==> config.mk <==
export PLATFORM = sky130hd
export DESIGN_NAME = msl_ctrl
export DESIGN_NICKNAME = d
export VERILOG_FILES = /design/src/rtl/msl_pkg.sv /design/src/rtl/msl_ctrl.sv
export SDC_FILE = /design/constraint.sdc
export NUM_CORES = 1
export LEC_CHECK = 0
export BUFFER_PORTS_ARGS = -buffer_cell sky130_fd_sc_hd__buf_2
export CAP_MARGIN = 15
export CELL_PAD_IN_SITES_DETAIL_PLACEMENT = 0
export CELL_PAD_IN_SITES_GLOBAL_PLACEMENT = 1
export CORE_AREA = 10 10 47 49
export CTS_BUF_LIST = sky130_fd_sc_hd__clkbuf_8
export CTS_CLUSTER_SIZE = 12
export DETAILED_ROUTE_END_ITERATION = 7
export DIE_AREA = 0 0 57 59
export PLACE_DENSITY = 0.58
export RECOVER_POWER = 50
export SLEW_MARGIN = 30
export SYNTH_ARGS = -nofsm -noshare
export SYNTH_HDL_FRONTEND = slang
export SYNTH_SLANG_ARGS = --single-unit
==> constraint.sdc <==
create_clock -name clock -period 1.5 [get_ports clock]
set_input_delay 0.225 -clock clock [delete_from_list [all_inputs] [get_ports clock]]
set_output_delay 0.225 -clock clock [all_outputs]
set_load 0.01 [all_outputs]
==> src/rtl/msl_pkg.sv <==
// shared widths, codes, register defaults and neighbour offset tables for the mat lattice unit
package msl_pkg;

   localparam int SideDefault     = 256;
   localparam int ProbBitsDefault = 16;

   localparam int FuncW    = 2;
   localparam int CoordW   = 8;
   localparam int ProbW    = 16;
   localparam int DirW     = 3;
   localparam int CauseW   = 2;
   localparam int TotalW   = 17;
   localparam int CsrIdxW  = 3;
   localparam int CsrDataW = 16;
   localparam int DirN     = 8;

   typedef enum logic [FuncW-1:0] {
      FUNC_LOAD   = 2'd0,
      FUNC_UPDATE = 2'd1,
      FUNC_BEGIN  = 2'd2
   } func_type;

   typedef enum logic [CauseW-1:0] {
      CAUSE_NONE       = 2'd0,
      CAUSE_GOATFISH   = 2'd1,
      CAUSE_FISH       = 2'd2,
      CAUSE_SENESCENCE = 2'd3
   } cause_type;

   typedef enum logic [CsrIdxW-1:0] {
      REG_DISPERSAL  = 3'd0,
      REG_GROWTH     = 3'd1,
      REG_GOATFISH   = 3'd2,
      REG_FISH       = 3'd3,
      REG_SENESCENCE = 3'd4
   } reg_index_type;

   localparam logic [ProbW-1:0] DispersalReset  = 16'd66;
   localparam logic [ProbW-1:0] GrowthReset     = 16'd32768;
   localparam logic [ProbW-1:0] GoatfishReset   = 16'd13763;
   localparam logic [ProbW-1:0] FishReset       = 16'd18350;
   localparam logic [ProbW-1:0] SenescenceReset = 16'd13763;

   typedef enum logic [1:0] {
      STEP_DEC,
      STEP_KEEP,
      STEP_INC
   } step_type;

   localparam step_type RowStep [DirN] = '{
      STEP_DEC, STEP_KEEP, STEP_INC, STEP_DEC, STEP_INC, STEP_DEC, STEP_KEEP, STEP_INC
   };
   localparam step_type ColStep [DirN] = '{
      STEP_DEC, STEP_DEC, STEP_DEC, STEP_KEEP, STEP_KEEP, STEP_INC, STEP_INC, STEP_INC
   };

   typedef struct packed {
      logic capture;
      logic exec;
      logic commit;
      logic clear_step;
   } ctrl_cmd_type;

   typedef struct packed {
      logic clear_last;
   } dp_status_type;

endpackage

==> src/rtl/msl_ctrl.sv <==
// sequencing state machine: grid clearing pass, capture, execute and commit steps
module msl_ctrl import msl_pkg::*; (
   input  logic          clock,
   input  logic          reset,
   input  logic          req_valid,
   output logic          req_ready,
   output logic          rsp_valid,
   input  logic          rsp_ready,
   input  dp_status_type status,
   output ctrl_cmd_type  cmd
);

   typedef enum logic [1:0] {
      ST_CLEAR,
      ST_IDLE,
      ST_EXEC,
      ST_COMMIT
   } state_type;

   state_type state_ff;
   logic      req_ready_ff;
   logic      rsp_valid_ff;
   logic      slot_free;

   assign slot_free = !rsp_valid_ff || rsp_ready;

   assign cmd.capture    = (state_ff == ST_IDLE) && req_ready_ff && req_valid;
   assign cmd.exec       = (state_ff == ST_EXEC);
   assign cmd.commit     = (state_ff == ST_COMMIT) && slot_free;
   assign cmd.clear_step = (state_ff == ST_CLEAR);

   assign req_ready = req_ready_ff;
   assign rsp_valid = rsp_valid_ff;

   always_ff @(posedge clock) begin
      if (reset) begin
         state_ff     <= ST_CLEAR;
         req_ready_ff <= 1'b0;
         rsp_valid_ff <= 1'b0;
      end else begin
         if (cmd.commit) begin
            rsp_valid_ff <= 1'b1;
         end else if (rsp_ready) begin
            rsp_valid_ff <= 1'b0;
         end
         unique case (state_ff)
            ST_CLEAR: begin
               if (status.clear_last) begin
                  state_ff     <= ST_IDLE;
                  req_ready_ff <= 1'b1;
               end
            end
            ST_IDLE: begin
               if (cmd.capture) begin
                  state_ff     <= ST_EXEC;
                  req_ready_ff <= 1'b0;
               end
            end
            ST_EXEC: begin
               state_ff <= ST_COMMIT;
            end
            ST_COMMIT: begin
               if (slot_free) begin
                  state_ff     <= ST_IDLE;
                  req_ready_ff <= 1'b1;
               end
            end
            default: begin
               state_ff     <= ST_CLEAR;
               req_ready_ff <= 1'b0;
            end
         endcase
      end
   end

endmodule

==> results of run 1 <==
[power groups by stage]
| stage | clock (W) | sequential [W] | combinational [W] |
|---|---|---|---|
| after floorplan | 0 | 0.000171 | 0.000147 |
| after global placement | 0 | 0.000170 | 0.000228 |
| after detailed placement | 0 | 0.000169 | 0.000224 |
| after CTS | 0.000238 | 0.000167 | 0.000225 |
| after global routing | 0.000241 | 0.000176 | 0.000254 |
| final | 0.000231 | 0.000171 | 0.000218 |
[logic make-up after synthesis]
group	after synthesis	share of synthesized area
compound gates	4	0.107
flops	4	0.299
simple gates	14	0.341
buf+inv	2	0.0280
fa+ha+maj	4	0.187
mux	1	0.0374
[state kept, by name, indices dropped and copies added (netlist names)]
register / cells
state_ff: 2
req_ready: 1
rsp_valid: 1
[final cells by class]
| cell class | count | area (µm²) |
|---|---|---|
| well taps | 16 | 20.0 |
| flip-flops and latches | 4 | 81.3 |
| multi-input cells | 23 | 185 |
| repair buffers | 10 | 45.0 |
| inverters | 2 | 7.51 |
| fillers | 170 | 1020 |
| clock buffers | 3 | 41.3 |
[Yosys cell counts]
master,n
sky130_fd_sc_hd__nand2_1,1
sky130_fd_sc_hd__mux2i_1,1
sky130_fd_sc_hd__dfxtp_1,4
sky130_fd_sc_hd__o32ai_1,1
sky130_fd_sc_hd__and3_1,1
sky130_fd_sc_hd__nand2b_1,3
sky130_fd_sc_hd__ha_1,4
sky130_fd_sc_hd__and3b_4,1
sky130_fd_sc_hd__a211oi_1,1
sky130_fd_sc_hd__o31ai_1,1
sky130_fd_sc_hd__nor2b_1,2
sky130_fd_sc_hd__nor2_1,2
sky130_fd_sc_hd__and2b_2,1
sky130_fd_sc_hd__nor4b_1,1
sky130_fd_sc_hd__or3_1,2
sky130_fd_sc_hd__inv_1,2
sky130_fd_sc_hd__a21oi_1,1
[routing by layer]
layer	global-route usage	routed length, µm	vias up
met5	0	0	-
met4	0.0403	24	0
met3	0.0236	38	2
met2	0.0775	327	7
met1	0.0379	262	109
li1	-	-	128
[worst max-delay path by stage]
stage                                  start                       end  cells after the start
floorplan           state_ff[0]$_SDFFE_PP0P_  state_ff[0]$_SDFFE_PP0P_                      5
global placement    state_ff[0]$_SDFFE_PP0P_  state_ff[1]$_SDFFE_PP0P_                      5
detailed placement  state_ff[0]$_SDFFE_PP0P_  state_ff[1]$_SDFFE_PP0P_                      5
CTS                 state_ff[1]$_SDFFE_PP0P_                    cmd[3]                      4
global route        state_ff[0]$_SDFFE_PP0P_  state_ff[0]$_SDFFE_PP0P_                      5
finish              state_ff[0]$_SDFFE_PP0P_  state_ff[0]$_SDFFE_PP0P_                      5
[cell usage in the layout, fill, tap and decap left out, drive strengths merged]
master / count
dfxtp: 4
or3: 2
o31ai: 1
nand2: 1
and2b: 1
and3b: 1
clkbuf: 7
o32ai: 1
nor2b: 2
nor4b: 1
nand2b: 3
buf: 6
ha: 4
a21oi: 1
nor2: 2
and3: 1
inv: 2
mux2i: 1
a211oi: 1
[repair_timing]
item | in CTS | in global routing
hold buffers | 0 | 0
resized for setup | 0 | 2
endpoints found under the setup margin | 0 | 2
endpoints found under the hold margin | 0 | 0
[metrics by stage]
step                      total power (W)   util  setup WS [ns]  hold WS, ns
after floorplan                  0.000318      -          0.193        0.294
after global placement           0.000398  0.241         0.0830        0.464
after detailed placement         0.000393  0.241          0.115        0.467
after CTS                        0.000631  0.271         0.0745        0.239
after global routing             0.000671  0.271         0.0319        0.270
final                            0.000619  0.271          0.118        0.237
==> results.md, run 1 <==
| Metric | Value | Unit |
|:---|:---|:---|
| Result of the run | complete, no violations | - |
| Share of layout cells above drive strength 1 | 0.310 | - |
| Worst slew margin | 0.780 | - |
| RSZ-0062 raised after global routing | no | - |
| Ant. Diodes | 0 | - |
| Area growth syn-to-layout | 42.1 | % |
| Switching Fraction | 0.334 | - |
| Count of pins on the block boundary | 11 | - |
| Routed Wire Length | 652 | µm |
| DP Cell Count | 55 | - |
| Number of antenna-violating nets in the routed design | 0 | - |
| Worst EP arrival | 1.53 | ns |
| Wire length of the first global-routing pass | 1140 | µm |
| Data required time at the worst endpoint | 1.65 | ns |
| Path type of the worst min-delay path | in2reg | - |
| Routed wire per std cell | 11.2 | µm |
| Largest vdd supply drop | 620 | µV |
| Cell family with most CP delay | simple AND/OR/NAND/NOR gates | - |
| Setup Fix Bufs, Post-CTS | 0 | - |
| Crit-path max cell delay | 0.37 | ns |
| Worst path bufs/invs | 1 | - |
| TritonCTS clock tree | done | - |
| Die boundary height | 59 | µm |
| Switching Power | 0.000207 | W |
| Via count of the first global-routing pass | 280 | - |
| Root buffer cell | sky130_fd_sc_hd__clkbuf_8 | - |
| Insertion delay of the later-clocked pin in the worst-skew pair | 0.22 | ns |
| Internal power of the cells | 0.000412 | W |
| Clock transition at the registers of the reported paths | 0.03 | ns |
| Cell count of the worst reg-to-reg path | 5 | - |
| Clk pwr share | 0.372 | - |
| # setup viols final | 0 | - |
| Final HPWL from detailed placement | 538 | µm |
| Critical R2R Launch | state_ff[0]$_SDFFE_PP0P_ | - |
| Initial drt markers | 2 | - |
| Nature of the critical path startpoint | flop | - |
| Fraction of power consumed by sequential logic | 0.276 | - |
| Achievable frequency | 0.724 | GHz |
| Leakage power total | 0.175 | nW |
| Worst min-delay path endpoint | rsp_valid$_SDFFE_PP0P_ | - |
| Netlist cell types | 17 | - |
| Maximum fanout count along the critical path | 5 | - |
| Yosys top cell by area | sky130_fd_sc_hd__dfxtp_1 | - |
| Largest net degree at the start of global routing | 7 | - |
| Detailed-route vias per instance | 4.24 | - |
| Placed inst area | 338 | µm² |
| Power per cell area | 1630 | mW/mm² |
| TritonCTS buffer count | 3 | - |
| Buffer levels on the longest clock path | 2 | - |
| Post-layout instance count excluding filler cells | 58 | - |
| # Max-Cap Violations | 0 | - |
| Sequence of cells on the critical path | inv_1 > ha_1 > nor2b_1 > or3_1 > a21oi_1 | - |
| Number of vias after detailed routing | 246 | - |
| Instance count along the most critical hold path | 2 | - |
| Final instance area | 380 | µm² |
| Synthesized area | 268 | µm² |
| Worst reg-to-reg setup slack | 0.12 | ns |
| Share of Yosys cell area claimed by the top area cell type | 0.299 | - |
| Total number of yosys warnings | 0 | - |
| DRC violation count after routing | 0 | - |
| Minimum period implied by the final worst setup slack | 1.38 | ns |
| Length of the first detailed-routing pass in iterations | 2 | - |
| Critical path class | reg2reg | - |
| Net count after synthesis | 38 | - |
| Total of flip-flops plus latches after synthesis | 4 | - |
| Relative contribution of combinational cells to total power | 0.352 | - |
| Die width | 57 | µm |
| Sequential element share of the synthesized area | 0.299 | - |
| Top cells by area in the synthesized netlist | sky130_fd_sc_hd__dfxtp_1 30%, sky130_fd_sc_hd__ha_1 19%, sky130_fd_sc_hd__nand2b_1 7.0% | - |
| Worst min-delay path startpoint | reset | - |
| Fraction of the cycle the final worst path needs | 0.921 | - |
| Maximum level of the CTS H-tree | 1 | - |
| Congestion Overflow GR | 0 | - |
| Library cell contributing the largest single delay on the critical path | sky130_fd_sc_hd__dfxtp_1 | - |
| Final-report max-slew violation count | 0 | - |
| Clock tree skew after final layout | 0.00344 | ns |
| Core footprint | 0.00140 | mm² |
| Row count | 14 | - |
| CTS sink count | 4 | - |
| Total Negative Setup Slacks | 0 | ns |
| Kind of end point of the critical path | flop | - |
| Number of I/O port buffers | 10 | - |
| Final weighted congestion in routability-driven placement | 0.634 | - |
| Synthesized instance count | 29 | - |
| Average cell area after synthesis | 9.23 | µm² |
| Nets | 53 | - |
| Transition at the pin with the smallest max-transition slack | 0.329 | ns |
| Die Footprint | 0.00336 | mm² |
| Number of antenna violations at the first check in global routing | 0 | - |
| Overall track demand over capacity in global routing | 0.0453 | - |
| Starting density of the core | 0.191 | - |
| Final hold violation count | 0 | - |
| Worst R2R End | state_ff[0]$_SDFFE_PP0P_ | - |
Note: power is estimated with default switching activity, not from simulation.
==> run 2: changes to the inputs <==
--- a/config.mk
+++ b/config.mk
@@ -7,14 +7,12 @@
 export LEC_CHECK = 0
 export BUFFER_PORTS_ARGS = -buffer_cell sky130_fd_sc_hd__buf_2
 export CAP_MARGIN = 15
-export CELL_PAD_IN_SITES_DETAIL_PLACEMENT = 0
-export CELL_PAD_IN_SITES_GLOBAL_PLACEMENT = 1
 export CORE_AREA = 10 10 47 49
 export CTS_BUF_LIST = sky130_fd_sc_hd__clkbuf_8
 export CTS_CLUSTER_SIZE = 12
 export DETAILED_ROUTE_END_ITERATION = 7
 export DIE_AREA = 0 0 57 59
-export PLACE_DENSITY = 0.58
+export PLACE_DENSITY = 0.47
 export RECOVER_POWER = 50
 export SLEW_MARGIN = 30
 export SYNTH_ARGS = -nofsm -noshare
==> run 2 against run 1 <==
  * Register-to-register slack hardly changed
  * Wire length stayed put
  * Clock skew is 0.0012 ns higher
  * Sequential share of layout area is 0.29 points higher
  * Cell count stayed put
  * Clock power hardly changed
  * Power is 1.2% lower
  * Combinational power is 5% lower
  * Setup slack better by 0.0059 ns
  * Critical endpoint unchanged
  * Largest cell class unchanged
  * Largest power group unchanged
==> results.md, run 2 (synthesis gave the netlist of run 1 again) <==
| Metric | Value | Unit |
|:---|:---|:---|
| Final core utilization | 0.268 | - |
| Maximum fanout count along the critical path | 5 | - |
| Register bank with the most flops | state_ff | - |
| Library cell contributing the largest single delay on the critical path | sky130_fd_sc_hd__dfxtp_1 | - |
| Cell family with most CP delay | simple AND/OR/NAND/NOR gates | - |
| Switching Fraction | 0.334 | - |
| Final HPWL from detailed placement | 499 | µm |
| Data required time at the worst endpoint | 1.64 | ns |
| Sequence of cells on the critical path | inv_1 > ha_1 > nor2b_1 > or3_1 > a21oi_1 | - |
| Insertion delay of the later-clocked pin in the worst-skew pair | 0.22 | ns |
| Clock tree skew after final layout | 0.00463 | ns |
| Fraction of the cycle the final worst path needs | 0.917 | - |
| Die width | 57 | µm |
| Register cell area after layout | 81.3 | µm² |
| Via count of the first global-routing pass | 231 | - |
| Largest net degree at the start of global routing | 7 | - |
| Number of buffers inserted by hold repair at cts | 0 | - |
| Congestion Overflow GR | 0 | - |
| Total of fill cells in the finished design | 170 | - |
| Clk pwr share | 0.380 | - |
| RSZ-0062 raised after global routing | no | - |
| Multi-input gate area | 180 | µm² |
| Power consumption | 0.000612 | W |
| Final hold violation count | 0 | - |
| Worst path bufs/invs | 1 | - |
| Share of layout cells above drive strength 1 | 0.286 | - |
| Ant. Diodes | 0 | - |
| TritonCTS buffer count | 3 | - |
| Maximum level of the CTS H-tree | 1 | - |
| Nature of the critical path startpoint | flop | - |
| Wire length of the first global-routing pass | 959 | µm |
| Final-report max-slew violation count | 0 | - |
| # setup viols final | 0 | - |
| # Max-Cap Violations | 0 | - |
| CTS sink count | 4 | - |
| Total Negative Setup Slacks | 0 | ns |
| Cts repair resizes | 0 | - |
| Transition at the pin with the smallest max-transition slack | 0.328 | ns |
| Minimum period implied by the final worst setup slack | 1.38 | ns |
| Clock transition at the registers of the reported paths | 0.03 | ns |
| Largest vdd supply drop | 412 | µV |
| Overall track demand over capacity in global routing | 0.0368 | - |
| Path type of the worst min-delay path | in2reg | - |
| Crit-path max cell delay | 0.38 | ns |
| Area growth syn-to-layout | 40.2 | % |
| Worst slew margin | 0.781 | - |
| Worst EP arrival | 1.52 | ns |
| Switching Power | 0.000204 | W |
| Fraction of power consumed by sequential logic | 0.281 | - |
| Most used cells in the layout excluding fill and tap cells | 6 x sky130_fd_sc_hd__buf_2, 4 x sky130_fd_sc_hd__ha_1, 4 x sky130_fd_sc_hd__clkbuf_1 | - |
| Routed wire per std cell | 11.2 | µm |
| Number of antenna-violating nets in the routed design | 0 | - |
| Relative contribution of combinational cells to total power | 0.339 | - |
| Kind of end point of the critical path | flop | - |
| Length of the first detailed-routing pass in iterations | 2 | - |
| Internal power of the cells | 0.000407 | W |
| Setup Fix Bufs, Post-CTS | 0 | - |
| Leakage power total | 0.174 | nW |
| Number of antenna violations at the first check in global routing | 0 | - |
| Die Footprint | 0.00336 | mm² |
| Achievable frequency | 0.727 | GHz |
| Result of the run | complete, no violations | - |
| Max reg flops | 2 | - |
| Detailed-route vias per instance | 4.34 | - |
| Die boundary height | 59 | µm |
| Routed Wire Length | 652 | µm |
| Buffer levels on the longest clock path | 2 | - |
| TritonCTS clock tree | done | - |
| Post-route worst hold slack | 0.239 | ns |
| Nets | 53 | - |
| DRC violation count after routing | 0 | - |
| Root buffer cell | sky130_fd_sc_hd__clkbuf_8 | - |
| Power per cell area | 1630 | mW/mm² |
| Most frequent standard cell in the layout excluding fill and tap cells | sky130_fd_sc_hd__buf_2 | - |
| Row count | 14 | - |
| Critical path class | reg2reg | - |
| Number of vias after detailed routing | 252 | - |
| Initial drt markers | 5 | - |
| Number of I/O port buffers | 10 | - |
| Final weighted congestion in routability-driven placement | 0.644 | - |
| Count of pins on the block boundary | 11 | - |
| Core footprint | 0.00140 | mm² |
| Starting density of the core | 0.191 | - |
## run 2: changes by cell type in the layout (fill, tap and decap cells not counted)
cell / change
sky130_fd_sc_hd__a211oi_1: +1
sky130_fd_sc_hd__a211oi_2: -1
## run 2: metrics by stage
stage | instance area (µm²) | std cells | setup slack [ns]
CTS | 379 | 58 | 0.0769
global route | 375 | 58 | 0.0125
global placement | 338 | 55 | 0.131
detailed placement | 338 | 55 | 0.143
floorplan | 268 | 29 | 0.193
finish | 375 | 58 | 0.124
## run 2: cell type report
type                    instances  share of cell area
repair buffers                 10               0.120
multi-input cells              23               0.480
flip-flops and latches          4               0.217
well taps                      16              0.0533
clock buffers                   3               0.110
inverters                       2              0.0200
## run 2: power by group through the flow
| stage | Clock (W) | Combinational (W) | Sequential, W |
|---|---|---|---|
| after global placement | 0 | 0.000222 | 0.000170 |
| after CTS | 0.000236 | 0.000221 | 0.000170 |
| after detailed placement | 0 | 0.000218 | 0.000173 |
| after global routing | 0.000242 | 0.000239 | 0.000180 |
| final | 0.000233 | 0.000207 | 0.000172 |
| after floorplan | 0 | 0.000147 | 0.000171 |
## run 2: layer usage
metal  share of wire  routed length (µm)  GRT usage
met1            0.39                 252     0.0357
met4           0.021                  14     0.0403
met2            0.54                 355     0.0589
met3           0.044                  29     0.0107
met5               0                   0          0
## run 2: worst paths after layout
path | start | to | slack [ns] | cells after the start
setup / recovery | state_ff[0]$_SDFFE_PP0P_ | state_ff[0]$_SDFFE_PP0P_ | 0.12 | 5
hold / removal | reset | rsp_valid$_SDFFE_PP0P_ | 0.24 | 2
setup reg to reg | state_ff[0]$_SDFFE_PP0P_ | state_ff[0]$_SDFFE_PP0P_ | 0.12 | 5
hold reg to reg | state_ff[1]$_SDFFE_PP0P_ | state_ff[1]$_SDFFE_PP0P_ | 0.49 | 2
==> run 3: changes to the inputs <==
--- a/config.mk
+++ b/config.mk
@@ -9,6 +9,7 @@
 export CAP_MARGIN = 15
 export CORE_AREA = 10 10 47 49
 export CTS_BUF_LIST = sky130_fd_sc_hd__clkbuf_8
+export CTS_CLUSTER_DIAMETER = 30
 export CTS_CLUSTER_SIZE = 12
 export DETAILED_ROUTE_END_ITERATION = 7
 export DIE_AREA = 0 0 57 59
==> constraint.sdc (replaced) <==
create_clock -name clock -period 1.5 [get_ports clock]
set_input_delay 0.075 -clock clock [delete_from_list [all_inputs] [get_ports clock]]
set_output_delay 0.075 -clock clock [all_outputs]
set_load 0.01 [all_outputs]
==> run 3 against run 2 <==
  * Clock-buffer cell count is the same
  * Cell area unchanged
  * Power is 0.42% lower
  * Clock skew barely moved
  * Flip-flop and latch count did not move
  * Wire length shrank 4.3%
  * Largest cell class unchanged
  * Highest routed layer unchanged
==> results.md, run 3 (synthesis gave the netlist of run 1 again) <==
| Metric | Value | Unit |
|:---|:---|:---|
| Result of the run | complete, no violations | - |
| Clock transition at the registers of the reported paths | 0.03 | ns |
| Ant. Diodes | 0 | - |
| Root buffer cell | sky130_fd_sc_hd__clkbuf_8 | - |
| Library cell contributing the largest single delay on the critical path | sky130_fd_sc_hd__dfxtp_1 | - |
| Worst reg-to-reg setup slack | 0.14 | ns |
| Cell family with most CP delay | simple AND/OR/NAND/NOR gates | - |
| Via count of the first global-routing pass | 231 | - |
| Most frequent standard cell in the layout excluding fill and tap cells | sky130_fd_sc_hd__buf_2 | - |
| Worst min-delay path startpoint | reset | - |
| Worst path bufs/invs | 1 | - |
| Crit path launch | state_ff[0]$_SDFFE_PP0P_ | - |
| DRC violation count after routing | 0 | - |
| # Max-Cap Violations | 0 | - |
| Length of the first detailed-routing pass in iterations | 3 | - |
| Critical R2R Launch | state_ff[0]$_SDFFE_PP0P_ | - |
| Switching Power | 0.000202 | W |
| Die width | 57 | µm |
| Minimum period implied by the final worst setup slack | 1.36 | ns |
| Sequence of cells on the critical path | inv_1 > ha_1 > nor2b_1 > or3_1 > a21oi_1 | - |
| Detailed-route vias per instance | 4.24 | - |
| Worst EP arrival | 1.51 | ns |
| Clock tree skew after final layout | 0.00504 | ns |
| Core footprint | 0.00140 | mm² |
| Internal power of the cells | 0.000407 | W |
| Relative contribution of combinational cells to total power | 0.341 | - |
| Count of pins on the block boundary | 11 | - |
| Buffer levels on the longest clock path | 2 | - |
| Max reg flops | 2 | - |
| Final HPWL from detailed placement | 499 | µm |
| Worst slew margin | 0.789 | - |
| TritonCTS clock tree | done | - |
| Starting density of the core | 0.191 | - |
| Number of buffers inserted by hold repair at cts | 0 | - |
| Routed Wire Length | 624 | µm |
| Initial drt markers | 2 | - |
| Register bank with the most flops | state_ff | - |
| Fraction of the cycle the final worst path needs | 0.909 | - |
| Die boundary height | 59 | µm |
| Critical path class | reg2reg | - |
| Largest vdd supply drop | 390 | µV |
| Worst min-delay path endpoint | rsp_valid$_SDFFE_PP0P_ | - |
| Largest net degree at the start of global routing | 7 | - |
| Maximum level of the CTS H-tree | 1 | - |
| Total Negative Setup Slacks | 0 | ns |
| Maximum fanout count along the critical path | 5 | - |
| Final-report max-slew violation count | 0 | - |
| Worst R2R End | state_ff[0]$_SDFFE_PP0P_ | - |
| Die Footprint | 0.00336 | mm² |
| TritonCTS buffer count | 3 | - |
| Data required time at the worst endpoint | 1.64 | ns |
| Crit-path max cell delay | 0.37 | ns |
| RSZ-0062 raised after global routing | no | - |
| Achievable frequency | 0.733 | GHz |
| Path type of the worst min-delay path | in2reg | - |
| Nets | 53 | - |
| Instance count along the most critical hold path | 2 | - |
| Number of gates on the worst path with buffers counted | 5 | - |
| Overall track demand over capacity in global routing | 0.0368 | - |
| Power per cell area | 1620 | mW/mm² |
| Most used cells in the layout excluding fill and tap cells | 7 x sky130_fd_sc_hd__buf_2, 4 x sky130_fd_sc_hd__ha_1, 4 x sky130_fd_sc_hd__dfxtp_1 | - |
| Number of I/O port buffers | 10 | - |
| Setup Fix Bufs, Post-CTS | 0 | - |
| Post-route worst hold slack | 0.0861 | ns |
| Final weighted congestion in routability-driven placement | 0.644 | - |
| Routed wire per std cell | 10.8 | µm |
| # setup viols final | 0 | - |
| Number of antenna-violating nets in the routed design | 0 | - |
| Final instance area | 375 | µm² |
| Transition at the pin with the smallest max-transition slack | 0.316 | ns |
| Final hold violation count | 0 | - |
| Cts repair resizes | 0 | - |
| Number of vias after detailed routing | 246 | - |
| Kind of end point of the critical path | flop | - |
| Wire length of the first global-routing pass | 959 | µm |
| Switching Fraction | 0.332 | - |
| Insertion delay of the later-clocked pin in the worst-skew pair | 0.22 | ns |
| Clk pwr share | 0.382 | - |
| Placed inst area | 338 | µm² |
| Leakage power total | 0.178 | nW |
| CTS sink count | 4 | - |
| Area growth syn-to-layout | 40.2 | % |
| Row count | 14 | - |
| Congestion Overflow GR | 0 | - |
| Nature of the critical path startpoint | flop | - |
| Number of antenna violations at the first check in global routing | 0 | - |
| Cell count of the worst reg-to-reg path | 5 | - |
| Fraction of power consumed by sequential logic | 0.278 | - |
| Share of layout cells above drive strength 1 | 0.286 | - |
==> run 3: metrics by stage <==
stage | total power, W | worst slack, ns | util | cells
after floorplan | 0.000318 | 0.193 | - | 29
after global routing | 0.000658 | 0.00591 | 0.268 | 58
after global placement | 0.000392 | 0.131 | 0.241 | 55
final | 0.000609 | 0.136 | 0.268 | 58
after CTS | 0.000626 | 0.136 | 0.271 | 58
after detailed placement | 0.000391 | 0.143 | 0.241 | 55
==> run 3: power groups by stage <==
stage          combinational, W  sequential (W)  clock, W
5_1_grt                0.000239        0.000177  0.000242
2_1_floorplan          0.000147        0.000171         0
3_3_place_gp           0.000222        0.000170         0
3_5_place_dp           0.000218        0.000173         0
6_report               0.000208        0.000169  0.000232
4_1_cts                0.000221        0.000170  0.000236
==> run 3: how the worst max path moves through the flow <==
stage / end / slack, ns
4_1_cts: state_ff[0]$_SDFFE_PP0P_ / 0.14
5_1_grt: req_ready$_SDFFE_PP0P_ / 0.006
2_1_floorplan: state_ff[0]$_SDFFE_PP0P_ / 0.19
6_report: state_ff[0]$_SDFFE_PP0P_ / 0.14
3_5_place_dp: req_ready$_SDFFE_PP0P_ / 0.14
3_3_place_gp: state_ff[0]$_SDFFE_PP0P_ / 0.13
==> run 3: cell type report <==
class | count | area, µm²
Inverter | 2 | 7.51
Clock buffer | 3 | 41.3
Fill cell | 167 | 1030
Sequential cell | 4 | 80.1
Timing Repair Buffer | 10 | 46.3
Multi-Input combinational cell | 23 | 180
Tap cell | 16 | 20.0
==> run 3: layer usage <==
metal | part of all wire | GRT usage | vias to the layer above
met3 | 0.037 | 0.0107 | 2
met4 | 0.022 | 0.0403 | 0
met1 | 0.40 | 0.0357 | 111
met5 | 0 | 0 | -
met2 | 0.54 | 0.0589 | 5
li1 | - | - | 128
